**src/rtl/assert_macros.svh**
```systemverilog
// Assertion helpers for the RTL that checks its own logic (rv32_register_taint_tracker).
`ifndef ASSERT_MACROS_SVH
`define ASSERT_MACROS_SVH

// Concurrent check on the rising clock edge, disabled while reset is held.
`define RTT_ASSERT(lbl, prop, msg) \
  lbl: assert property (@(posedge clk) disable iff (!rst_n) prop) else $error(msg);

// Same check, written as an implication from a trigger to a consequence.
`define RTT_ASSERT_IMP(lbl, trig, cons, msg) \
  `RTT_ASSERT(lbl, (trig) |-> (cons), msg)

`endif

```
**src/rtl/rtt_pkg.sv**
```systemverilog
package rtt_pkg;

  localparam int Xlen   = 32;
  localparam int CountW = 16;

  localparam logic [6:0] OPC_BRANCH = 7'h63;
  localparam logic [6:0] OPC_LOAD   = 7'h03;
  localparam logic [6:0] OPC_OPIMM  = 7'h13;
  localparam logic [6:0] OPC_OP     = 7'h33;
  localparam logic [6:0] OPC_LUI    = 7'h37;
  localparam logic [6:0] OPC_AUIPC  = 7'h17;

  localparam logic [2:0] KIND_OTHER  = 3'd0;
  localparam logic [2:0] KIND_BRANCH = 3'd1;
  localparam logic [2:0] KIND_LOAD   = 3'd2;
  localparam logic [2:0] KIND_OPIMM  = 3'd3;
  localparam logic [2:0] KIND_OP     = 3'd4;
  localparam logic [2:0] KIND_CLEAR  = 3'd5;

  localparam logic [1:0] CFG_TAINT_ENABLE   = 2'd0;
  localparam logic [1:0] CFG_FORCE_ENABLE   = 2'd1;
  localparam logic [1:0] CFG_SOURCE_ADDRESS = 2'd2;

  localparam logic [Xlen-1:0]   SRC_ADDR_RESET = 32'h8000_1000;
  localparam logic [CountW-1:0] COUNT_MAX      = 16'hFFFF;

  typedef struct packed {
    logic [2:0]      kind;
    logic [4:0]      rd;
    logic [4:0]      rs1;
    logic [4:0]      rs2;
    logic            load_hit;
    logic [Xlen-1:0] taken_pc;
    logic [Xlen-1:0] fall_pc;
  } dec_t;

  typedef struct packed {
    logic [Xlen-1:0]   fork_fall_pc;
    logic [Xlen-1:0]   fork_taken_pc;
    logic              fork_valid;
    logic [CountW-1:0] tainted_branch_count;
    logic              branch_tainted;
  } res_t;

endpackage

```
**src/rtl/rtt_decode.sv**
```systemverilog
module rtt_decode import rtt_pkg::*; (
  input  logic [Xlen-1:0] instr,
  input  logic [Xlen-1:0] instr_pc,
  input  logic [Xlen-1:0] base_value,
  input  logic            taint_enable,
  input  logic [Xlen-1:0] source_address,
  output dec_t            dec
);

  logic [Xlen-1:0] imm_i;
  logic [Xlen-1:0] imm_b;
  logic [Xlen-1:0] load_addr;

  assign imm_i = {{20{instr[31]}}, instr[31:20]};
  assign imm_b = {{19{instr[31]}}, instr[31], instr[7], instr[30:25], instr[11:8], 1'b0};
  assign load_addr = base_value + imm_i;

  always_comb begin
    case (instr[6:0])
      OPC_BRANCH: dec.kind = KIND_BRANCH;
      OPC_LOAD:   dec.kind = KIND_LOAD;
      OPC_OPIMM:  dec.kind = KIND_OPIMM;
      OPC_OP:     dec.kind = KIND_OP;
      OPC_LUI:    dec.kind = KIND_CLEAR;
      OPC_AUIPC:  dec.kind = KIND_CLEAR;
      default:    dec.kind = KIND_OTHER;
    endcase
    dec.rd       = instr[11:7];
    dec.rs1      = instr[19:15];
    dec.rs2      = instr[24:20];
    dec.load_hit = taint_enable && (load_addr == source_address);
    dec.taken_pc = instr_pc + imm_b;
    dec.fall_pc  = instr_pc + 32'd4;
  end

endmodule

```
**src/rtl/rtt_taint_file.sv**
```systemverilog
module rtt_taint_file import rtt_pkg::*; (
  input  logic clk,
  input  logic rst_n,
  input  logic fire,
  input  dec_t dec,
  output logic rs1_taint,
  output logic rs2_taint
);

  logic [31:0] taint_r;
  logic [31:0] taint_nxt;
  logic        wr_en;
  logic        wr_bit;

  assign rs1_taint = taint_r[dec.rs1];
  assign rs2_taint = taint_r[dec.rs2];

  always_comb begin
    wr_en  = 1'b1;
    wr_bit = 1'b0;
    case (dec.kind)
      KIND_LOAD:  wr_bit = dec.load_hit;
      KIND_OPIMM: wr_bit = rs1_taint;
      KIND_OP:    wr_bit = rs1_taint | rs2_taint;
      KIND_CLEAR: wr_bit = 1'b0;
      default:    wr_en  = 1'b0;
    endcase
    taint_nxt = taint_r;
    if (wr_en) begin
      taint_nxt[dec.rd] = wr_bit;
    end
    // x0 can never carry taint.
    taint_nxt[0] = 1'b0;
  end

  always_ff @(posedge clk) begin
    if (!rst_n) begin
      taint_r <= '0;
    end else if (fire) begin
      taint_r <= taint_nxt;
    end
  end

endmodule

```
**src/rtl/rtt_branch_tracker.sv**
```systemverilog
module rtt_branch_tracker import rtt_pkg::*; (
  input  logic clk,
  input  logic rst_n,
  input  logic fire,
  input  dec_t dec,
  input  logic src_taint,
  input  logic force_enable,
  output res_t st,
  output res_t nxt
);

  logic [CountW-1:0] count_r;
  logic              fork_r;
  logic [Xlen-1:0]   taken_r;
  logic [Xlen-1:0]   fall_r;
  logic              flagged;
  logic              capture;

  assign flagged = (dec.kind == KIND_BRANCH) && src_taint;
  assign capture = flagged && force_enable && !fork_r;

  always_comb begin
    st.branch_tainted       = 1'b0;
    st.tainted_branch_count = count_r;
    st.fork_valid           = fork_r;
    st.fork_taken_pc        = taken_r;
    st.fork_fall_pc         = fall_r;

    nxt = st;
    nxt.branch_tainted = flagged;
    if (flagged && (count_r != COUNT_MAX)) begin
      nxt.tainted_branch_count = count_r + 16'd1;
    end
    if (capture) begin
      nxt.fork_valid    = 1'b1;
      nxt.fork_taken_pc = dec.taken_pc;
      nxt.fork_fall_pc  = dec.fall_pc;
    end
  end

  always_ff @(posedge clk) begin
    if (!rst_n) begin
      count_r <= '0;
      fork_r  <= 1'b0;
      taken_r <= '0;
      fall_r  <= '0;
    end else if (fire) begin
      count_r <= nxt.tainted_branch_count;
      fork_r  <= nxt.fork_valid;
      taken_r <= nxt.fork_taken_pc;
      fall_r  <= nxt.fork_fall_pc;
    end
  end

endmodule

```
**src/rtl/rv32_register_taint_tracker.sv**
```systemverilog
// Channel   Direction  Payload (tdata, lowest bit first)
// in_*      slave      instr[31:0], instr_pc[63:32], base_value[95:64]
// out_*     master     branch_tainted, tainted_branch_count, fork_valid,
//                      fork_taken_pc, fork_fall_pc, zero pad to 88 bits
// cfg_*     write      index 0 taint_enable, 1 force_enable, 2 source_address
//
// One instruction per cycle is sustained while the output is not stalled; an instruction
// passes an input register, then the decode, taint file update and result register.
// The taint bits and branch state update in the cycle an instruction moves
// from the input register into the result register, so back-to-back
// instructions see each other's effects. Reset is synchronous and active low.
// A stalled output holds the input register; the input then stalls once full.
`include "assert_macros.svh"

module rv32_register_taint_tracker import rtt_pkg::*; (
  input  logic        clk,
  input  logic        rst_n,
  input  logic        in_tvalid,
  output logic        in_tready,
  input  logic [95:0] in_tdata,   // instr, instr_pc, base_value
  output logic        out_tvalid,
  input  logic        out_tready,
  output logic [87:0] out_tdata,  // branch_tainted, tainted_branch_count, fork_valid,
                                  // fork_taken_pc, fork_fall_pc, zero pad
  input  logic        cfg_we,
  input  logic [1:0]  cfg_index,
  input  logic [31:0] cfg_data
);

  logic            taint_en_r;
  logic            force_en_r;
  logic [Xlen-1:0] src_addr_r;

  logic            s1_valid_r;
  logic [Xlen-1:0] s1_instr_r;
  logic [Xlen-1:0] s1_pc_r;
  logic [Xlen-1:0] s1_base_r;

  logic            out_valid_r;
  res_t            res_r;

  logic            adv;
  dec_t            dec;
  logic            rs1_taint;
  logic            rs2_taint;
  res_t            trk_st;
  res_t            trk_nxt;

  assign adv       = s1_valid_r && (!out_valid_r || out_tready);
  assign in_tready = !s1_valid_r || adv;

  always_ff @(posedge clk) begin
    if (!rst_n) begin
      taint_en_r <= 1'b1;
      force_en_r <= 1'b1;
      src_addr_r <= SRC_ADDR_RESET;
    end else if (cfg_we) begin
      case (cfg_index)
        CFG_TAINT_ENABLE:   taint_en_r <= cfg_data[0];
        CFG_FORCE_ENABLE:   force_en_r <= cfg_data[0];
        CFG_SOURCE_ADDRESS: src_addr_r <= cfg_data;
        default: ;
      endcase
    end
  end

  always_ff @(posedge clk) begin
    if (!rst_n) begin
      s1_valid_r <= 1'b0;
    end else if (in_tready) begin
      s1_valid_r <= in_tvalid;
    end
  end

  always_ff @(posedge clk) begin
    if (in_tready && in_tvalid) begin
      s1_instr_r <= in_tdata[31:0];
      s1_pc_r    <= in_tdata[63:32];
      s1_base_r  <= in_tdata[95:64];
    end
  end

  rtt_decode u_decode (
    .instr          (s1_instr_r),
    .instr_pc       (s1_pc_r),
    .base_value     (s1_base_r),
    .taint_enable   (taint_en_r),
    .source_address (src_addr_r),
    .dec            (dec)
  );

  rtt_taint_file u_taint_file (
    .clk       (clk),
    .rst_n     (rst_n),
    .fire      (adv),
    .dec       (dec),
    .rs1_taint (rs1_taint),
    .rs2_taint (rs2_taint)
  );

  rtt_branch_tracker u_branch_tracker (
    .clk          (clk),
    .rst_n        (rst_n),
    .fire         (adv),
    .dec          (dec),
    .src_taint    (rs1_taint | rs2_taint),
    .force_enable (force_en_r),
    .st           (trk_st),
    .nxt          (trk_nxt)
  );

  always_ff @(posedge clk) begin
    if (!rst_n) begin
      out_valid_r <= 1'b0;
    end else if (adv) begin
      out_valid_r <= 1'b1;
    end else if (out_tready) begin
      out_valid_r <= 1'b0;
    end
  end

  always_ff @(posedge clk) begin
    if (adv) begin
      res_r <= trk_nxt;
    end
  end

  assign out_tvalid = out_valid_r;
  assign out_tdata  = {6'd0, res_r};

  `RTT_ASSERT_IMP(a_count_monotonic, $past(rst_n),
    trk_st.tainted_branch_count >= $past(trk_st.tainted_branch_count),
    "Tainted branch count decreased.")
  `RTT_ASSERT(a_fork_sticky, trk_st.fork_valid |=> trk_st.fork_valid,
    "Fork capture was lost.")
  `RTT_ASSERT(a_count_step,
    (adv && trk_nxt.branch_tainted && (trk_st.tainted_branch_count != COUNT_MAX))
      |=> (trk_st.tainted_branch_count == $past(trk_st.tainted_branch_count) + 16'd1),
    "Tainted branch did not advance the count.")
  `RTT_ASSERT_IMP(a_stall_full, !in_tready, s1_valid_r && out_valid_r,
    "Input stalled with a free stage.")

endmodule

```
**config.mk**
```make
export PLATFORM = sky130hd
export DESIGN_NAME = rv32_register_taint_tracker
export DESIGN_NICKNAME = d
export VERILOG_FILES = /design/src/rtl/rtt_pkg.sv /design/src/rtl/rtt_decode.sv /design/src/rtl/rtt_taint_file.sv /design/src/rtl/rtt_branch_tracker.sv /design/src/rtl/rv32_register_taint_tracker.sv
export VERILOG_INCLUDE_DIRS = /design/src /design/src/rtl
export SDC_FILE = /design/constraint.sdc
export NUM_CORES = 1
export LEC_CHECK = 0
export BUFFER_PORTS_ARGS = -buffer_cell sky130_fd_sc_hd__buf_2
export CAP_MARGIN = 20
export CORE_MARGIN = 1.5
export CORE_UTILIZATION = 55
export CTS_BUF_LIST = sky130_fd_sc_hd__clkbuf_8
export CTS_CLUSTER_DIAMETER = 40
export DETAILED_ROUTE_END_ITERATION = 10
export GPL_ROUTABILITY_DRIVEN = 0
export GPL_TIMING_DRIVEN = 0
export PLACE_DENSITY = 0.84
export SLEW_MARGIN = 0
export SYNTH_ARGS = -nofsm -noshare
export SYNTH_HDL_FRONTEND = slang
export SYNTH_SLANG_ARGS = --single-unit
```
**constraint.sdc**
```tcl
create_clock -name clk -period 6 [get_ports clk]
set_clock_uncertainty 0.2 [all_clocks]
set_input_delay 1.5 -clock clk [delete_from_list [all_inputs] [get_ports clk]]
set_output_delay 1.5 -clock clk [all_outputs]
set_load 0.05 [all_outputs]
```
==> results of run 1 <==
layout by cell type (no fill, tap or decap), drive strengths merged, types with 22 or more instances in the layout:
master  instances
nand2         333
ha             63
o21ai         138
xor2           61
clkbuf        134
o21a           22
nand3          56
buf           241
nand4          27
xnor2          57
nor3           39
edfxtp        175
dfxtp         148
inv            44
a21oi         146
nor2          117
per-layer routing:
| metal | GRT usage (%) | share of wire (%) |
|---|---|---|
| met5 | 0 | 0 |
| met4 | 13.6 | 4.7 |
| met3 | 5.22 | 9.8 |
| met2 | 48.7 | 46 |
| met1 | 36.3 | 39 |
worst register-to-register path, cell delays in order, from the launching register on:
cell and delay, ns:
edfxtp_1 0.43, buf_16 0.19, ha_1 0.31, clkbuf_1 0.32, a21oi_1 0.18, o21a_1 0.26
a211o_1 0.28, a31oi_1 0.50, a21o_1 0.19, a311oi_1 0.12, nor4_1 0.43, nand4_1 0.29
clkbuf_1 0.32, o21ai_0 0.26
area by class of cell:
| cell class | count | area share (%) |
|---|---|---|
| Tap cell | 396 | 2.49 |
| Sequential cell | 323 | 41.2 |
| Inverter | 27 | 0.509 |
| Antenna cell | 1 | 0.0126 |
| Timing Repair Buffer | 220 | 6.05 |
| Multi-Input combinational cell | 1364 | 42.0 |
| Clock inverter | 44 | 1.68 |
| Buffer | 98 | 2.12 |
| Clock buffer | 57 | 3.94 |
metrics by stage:
stage | setup TNS (ns) | instance area [um^2]
2_1_floorplan | 0 | 17100
3_3_place_gp | -54.70 | 18700
4_1_cts | 0 | 19900
5_1_grt | 0 | 19900
3_5_place_dp | 0 | 18800
6_report | 0 | 19900
cell usage after synthesis (4+ instances only):
master / count / area, um^2
nand4_1: 27 / 169
o211ai_1: 7 / 52.6
xnor2_1: 57 / 499
nand3_1: 56 / 280
or2_2: 6 / 37.5
a311oi_1: 7 / 61.3
nor2b_1: 9 / 56.3
o2111ai_1: 5 / 43.8
buf_4: 6 / 45.0
nand2_1: 332 / 1250
nor4_1: 10 / 62.6
dfxtp_1: 148 / 2960
or3_1: 14 / 87.6
nor2_1: 117 / 439
o21a_1: 21 / 158
o21ai_0: 138 / 691
and3_1: 15 / 93.8
o31ai_1: 14 / 105
a21boi_0: 6 / 45.0
and4_1: 6 / 52.6
buf_1: 7 / 26.3
inv_1: 26 / 97.6
xor2_1: 61 / 534
o21bai_1: 7 / 52.6
nor3_1: 39 / 195
o311ai_0: 4 / 35.0
nand2b_1: 14 / 87.6
nand3b_1: 7 / 52.6
a211oi_1: 7 / 52.6
a2111oi_0: 4 / 35.0
a21oi_1: 146 / 731
o22ai_1: 6 / 37.5
and2_1: 13 / 81.3
ha_1: 63 / 788
a31oi_1: 18 / 113
mux2i_1: 20 / 200
clkbuf_1: 76 / 285
edfxtp_1: 175 / 5260
buf_2: 6 / 30.0
a41oi_1: 19 / 166
a221oi_1: 4 / 35.0
mux2_2: 7 / 78.8
mux4_2: 16 / 360
a21o_1: 17 / 128
state kept, by name (all words and copies together) (netlist names):
name                      flops
s1_valid_r                    1
s1_instr_r                   29
u_branch_tracker.count_r     16
taint_en_r                    1
u_taint_file.taint_r         31
u_branch_tracker.taken_r     32
force_en_r                    1
out_tdata                    82
out_tvalid                    1
s1_pc_r                      32
s1_base_r                    32
u_branch_tracker.fall_r      32
u_branch_tracker.fork_r       1
src_addr_r                   32
kinds of logic after synthesis:
kind of cell,count (synthesis)
buf+inv,125
fa+ha+maj,65
other cells,1
compound gates,456
flops,323
xor+xnor,118
simple gates,676
mux,43
path summary, 6_finish.rpt:
check	start	to	slack, ns	depth (start not counted)
worst min-delay path	u_branch_tracker.fall_r[11]	u_branch_tracker.fall_r[11]	0.26	2
worst max register to register	s1_instr_r[31]	u_taint_file.taint_r[22]	1.62	13
worst max-delay path	s1_instr_r[31]	u_taint_file.taint_r[22]	1.62	13
worst min register to register	u_branch_tracker.fall_r[11]	u_branch_tracker.fall_r[11]	0.26	2
where the power goes:
group	leakage, uW	switching (uW)	internal (uW)
combinational	0.00404	540	289
clock	0.000623	910	1100
sequential	0.00290	57.9	2410
total	0.00756	1510	3800
==> reports/metrics.cfg, run 1 <==
[timing]
fin_hold_ws_ns = 0.256
fmax_mhz = 228
tightest_slew_ns = 1.11
hold_viol = 0
finalCriticalPeriod_ns = 4.38
rsz0062_at_grt = false
slew_violations = 0
layout_setup_ws_ns = 1.62
finalSetupViolations = 0
period_share_pct = 73.0
relSlewSlack_pct = 25.4

[final_layout]
ff_latch_area_um2 = 8220
post-route-util_pct = 65.1
area_growth_pct = 16.7
drive_gt1_share_pct = 16.3
nFillCells = 2435
nets = 2288
final_cells = 2530
multi_input_area_um2 = 8360

[pwr]
p_total_uw = 5310
ir_drop_mv = 0.196
pwr_density_cell_nw_per_um2 = 266
leakage_uw = 0.00756

[clock_network]
clk_latency_ns = 0.61
cts-root-buf = clkbuf_8
holdBufCountCts = 0
clk_pin_slew_worst_paths_ns = 0.06
htree_levels = 2
numCtsBuffers = 54
cts.path.max_buffers = 3
cts_setup_buffers = 0
cts_num_sinks = 323
cts_tree = done
cts_resized = 0

[routing]
vias = 15403
dr.pass1.iters = 6
wl_per_cell_um = 18.6
drt_iter0_drc = 1489
viasPerCell = 6.09
wirelength_um = 47200
drc = 0
ant_nets = 0

[logic_synthesis]
synth_edf_count = 175
yosys_warnings = 0
syn_avg_cell_area_um2 = 9.45
synth_top_family_by_area = simple AND/OR/NAND/NOR gates
synthArstFlopShare_pct = 0
syn_inst = 1807
netlist_area_um2 = 17100
synth_seq_cells = 323
seq_area_frac_synth_pct = 48.1
synth-compound-area-share_pct = 16.4
yosys.area_share.simple_pct = 17.8
synth.distinct_cells = 75
synth_xor_area_share_pct = 6.05
yosys.area_share.adder_pct = 4.85
synth.area.mux_share_pct = 3.74
ys.flop_type = edfxtp_1

[floorplan]
start_util_pct = 55.8
core_um2 = 30600
die_h_um = 179
die_x_um = 179
row_count = 64
die_area_um2 = 32100
io_pins = 225

[min_path]
hp-class = flip-flop to flip-flop

[worst_setup_path]
crit_slowest_cell = a31oi_1
critPathTopFamily = compound AO/OA/AOI/OAI gates
crit_path_start_kind = flip-flop
worstSetupPathType = flip-flop to flip-flop
cp.required_ns = 6.30
worst-path-max-fanout = 22
endpoint_kind = flip-flop
path_buf_inv = 3
cp_cell_sequence = buf_16, ha_1, clkbuf_1, a21oi_1, o21a_1, a211o_1, a31oi_1, a21o_1, a311oi_1, nor4_1, nand4_1, clkbuf_1, o21ai_0
cp_common_cell = clkbuf_1
critPathMaxStageDelay_ns = 0.50
cp.arrival_ns = 4.68

[run]
drv_cap = 0

[placed_design]
place.port_buffers = 214
dpl.cell_count = 2427
dp_slack_ns = 1.34
dp_hpwl_um = 34900

[global_routing]
grt_max_degree = 57
grt_usage_pct = 29.0
overflow = 0
antenna_found_initial = 0
grt_pass1_vias = 14531
grt_pass1_wl_um = 72900

[status]
outcome = finished clean

Power figures use the tool's default switching activity.
==> run 2: changes to the inputs <==
==> constraint.sdc (replaced) <==
create_clock -name clk -period 4.18 [get_ports clk]
set_clock_uncertainty 0.2 [all_clocks]
set_input_delay 1.045 -clock clk [delete_from_list [all_inputs] [get_ports clk]]
set_output_delay 1.045 -clock clk [all_outputs]
set_load 0.05 [all_outputs]
==> run 2 against run 1 <==
Against the previous run: setup slack got worse by 1.4 ns; highest routed layer is now met5; final cell count increased by 0.36%; global-route usage increased by 0.18 points; critical path type unchanged.
==> reports/metrics.cfg, run 2 (synthesized netlist as in run 1, its figures left out) <==
[final_layout]
final_cells = 2539  ; was 2530
nFillCells = 2356  ; was 2435
area_growth_pct = 18.1  ; was 16.7%
final_common_cell = nand2_1  ; unchanged
nets = 2293  ; was 2288
post-route-util_pct = 66.0  ; was 65.1%
layout_common_cells = 332 x nand2_1, 221 x buf_2, 175 x edfxtp_1  ; unchanged
ff_latch_area_um2 = 8220  ; unchanged
multi_input_area_um2 = 8430  ; was 8360 um^2
drive_gt1_share_pct = 18.3  ; was 16.3%
largest_reg_flops = 82  ; unchanged

[pwr]
swShare_pct = 28.5  ; was 28.4%
leakage_uw = 0.00766  ; was 0.00756 uW
seqPwrFrac_pct = 44.0  ; was 46.5%
ir_drop_mv = 0.349  ; was 0.196 mV
p_total_uw = 8050  ; was 5310 uW
pwr_density_cell_nw_per_um2 = 399  ; was 266 nW/um^2
switching_power_uw = 2290  ; was 1510 uW
clkPwrFrac_pct = 40.9  ; was 37.9%
power_frac_comb_pct = 15.1  ; was 15.6%
intPower_uw = 5750  ; was 3800 uW

[timing]
finalCriticalPeriod_ns = 3.99  ; was 4.38 ns
period_share_pct = 95.4  ; was 73.0%
hold_viol = 0  ; unchanged
relSlewSlack_pct = 47.1  ; was 25.4%
rsz0062_at_grt = true  ; was false
finalSetupViolations = 0  ; unchanged
tightest_slew_ns = 0.787  ; was 1.11 ns
slew_violations = 0  ; unchanged
fmax_mhz = 251  ; was 228 MHz
fin_hold_ws_ns = 0.257  ; was 0.256 ns

[clock_network]
cts.path.max_buffers = 3  ; unchanged
cts-root-buf = clkbuf_8  ; unchanged
cts_num_sinks = 323  ; unchanged
clk_pin_slew_worst_paths_ns = 0.07  ; was 0.06 ns
numCtsBuffers = 57  ; was 54
clk_latency_ns = 0.62  ; was 0.61 ns
htree_levels = 2  ; unchanged
cts_tree = done  ; unchanged

[floorplan]
io_pins = 225  ; unchanged
die_area_um2 = 32100  ; unchanged
row_count = 64  ; unchanged
start_util_pct = 55.8  ; unchanged
core_um2 = 30600  ; unchanged
die_h_um = 179  ; unchanged
die_x_um = 179  ; unchanged

[global_routing]
grt_pass1_wl_um = 73300  ; was 72900 um
grt_max_degree = 57  ; unchanged
grt_pass1_vias = 14709  ; was 14531
overflow = 0  ; unchanged
antenna_found_initial = 2  ; was 0
grt_usage_pct = 29.2  ; was 29.0%

[routing]
drt_iter0_drc = 1598  ; was 1489
vias = 15546  ; was 15403
viasPerCell = 6.12  ; was 6.09
wl_per_cell_um = 18.9  ; was 18.6 um
wirelength_um = 48100  ; was 47200 um
dr.pass1.iters = 6  ; unchanged
drc = 0  ; unchanged
ant_nets = 0  ; unchanged

[worst_setup_path]
cp.required_ns = 4.31  ; was 6.30 ns
worst-path-max-fanout = 8  ; was 22
endpoint_kind = flip-flop  ; unchanged
worstSetupPathType = flip-flop to flip-flop  ; unchanged
crit_path_start_kind = flip-flop  ; unchanged
cp.arrival_ns = 4.11  ; was 4.68 ns

[status]
outcome = finished clean  ; unchanged

[run]
drv_cap = 0  ; unchanged

[placed_design]
dpl.cell_count = 2425  ; was 2427
dp_hpwl_um = 35000  ; was 34900 um
place.port_buffers = 214  ; unchanged

[min_path]
hp-class = flip-flop to flip-flop  ; unchanged

-- run 2: stage by stage --
step | TNS, ns | area, um^2 | worst slack, ns
3_3_place_gp | -52.25 | 18700 | -0.833
4_1_cts | 0 | 20100 | 0.0741
5_1_grt | -0.0297 | 20200 | -0.0297
2_1_floorplan | 0 | 17100 | 0.228
6_report | 0 | 20200 | 0.194
3_5_place_dp | -12.29 | 18700 | -0.462
-- run 2: cell type report --
class / count / area share (%)
flip-flops and latches: 323 / 40.7
clock buffers: 64 / 4.37
inverters: 27 / 0.502
plain buffers: 95 / 2.07
clock inverters: 44 / 2.09
well taps: 396 / 2.46
multi-input cells: 1364 / 41.8
diodes: 1 / 0.0124
repair buffers: 225 / 5.98
-- run 2: critical path: stages, from the launching register on --
cell and delay (ns):
edfxtp_1 0.42, clkbuf_1 0.27, inv_1 0.18, fa_1 0.44, nand2b_1 0.20, a21oi_2 0.23
o21bai_1 0.17, a21boi_0 0.41, o21a_1 0.19, o21a_1 0.21, nor4_1 0.08, a311oi_1 0.49
o21ai_0 0.22
-- run 2: path summary, 6_finish.rpt --
path | from | endpoint | slack, ns | depth (start not counted)
worst min register to register | u_branch_tracker.taken_r[10] | u_branch_tracker.taken_r[10] | 0.26 | 2
worst max-delay path | s1_instr_r[9] | out_tdata[33] | 0.19 | 12
worst max register to register | s1_instr_r[9] | out_tdata[33] | 0.19 | 12
worst min-delay path | u_branch_tracker.taken_r[10] | u_branch_tracker.taken_r[10] | 0.26 | 2
-- run 2: repair_timing --
| action | in CTS | in global routing |
|---|---|---|
| pin swaps | 0 | 1 |
| endpoints found under the setup margin | 38 | 38 |
| resized for setup | 1 | 27 |
| hold buffers | 0 | 0 |
| buffers inserted | 5 | 1 |
-- run 2: per-layer routing --
layer	share of wire, %	track usage [%]	up-vias	wire, um
met5	0.033	0	-	16
met2	46	49.0	967	22200
met4	5.2	15.1	2	2490
li1	-	-	7146	-
met3	10	5.75	213	5040
met1	38	35.6	7218	18300
-- run 2: power groups by stage --
stage / registers (uW) / clock network [uW] / logic (uW)
finish: 3540 / 3290 / 1220
global route: 3550 / 3470 / 1300
CTS: 3540 / 3320 / 1170
detailed placement: 3610 / 0 / 1150
global placement: 3620 / 0 / 1100
floorplan: 3690 / 0 / 716
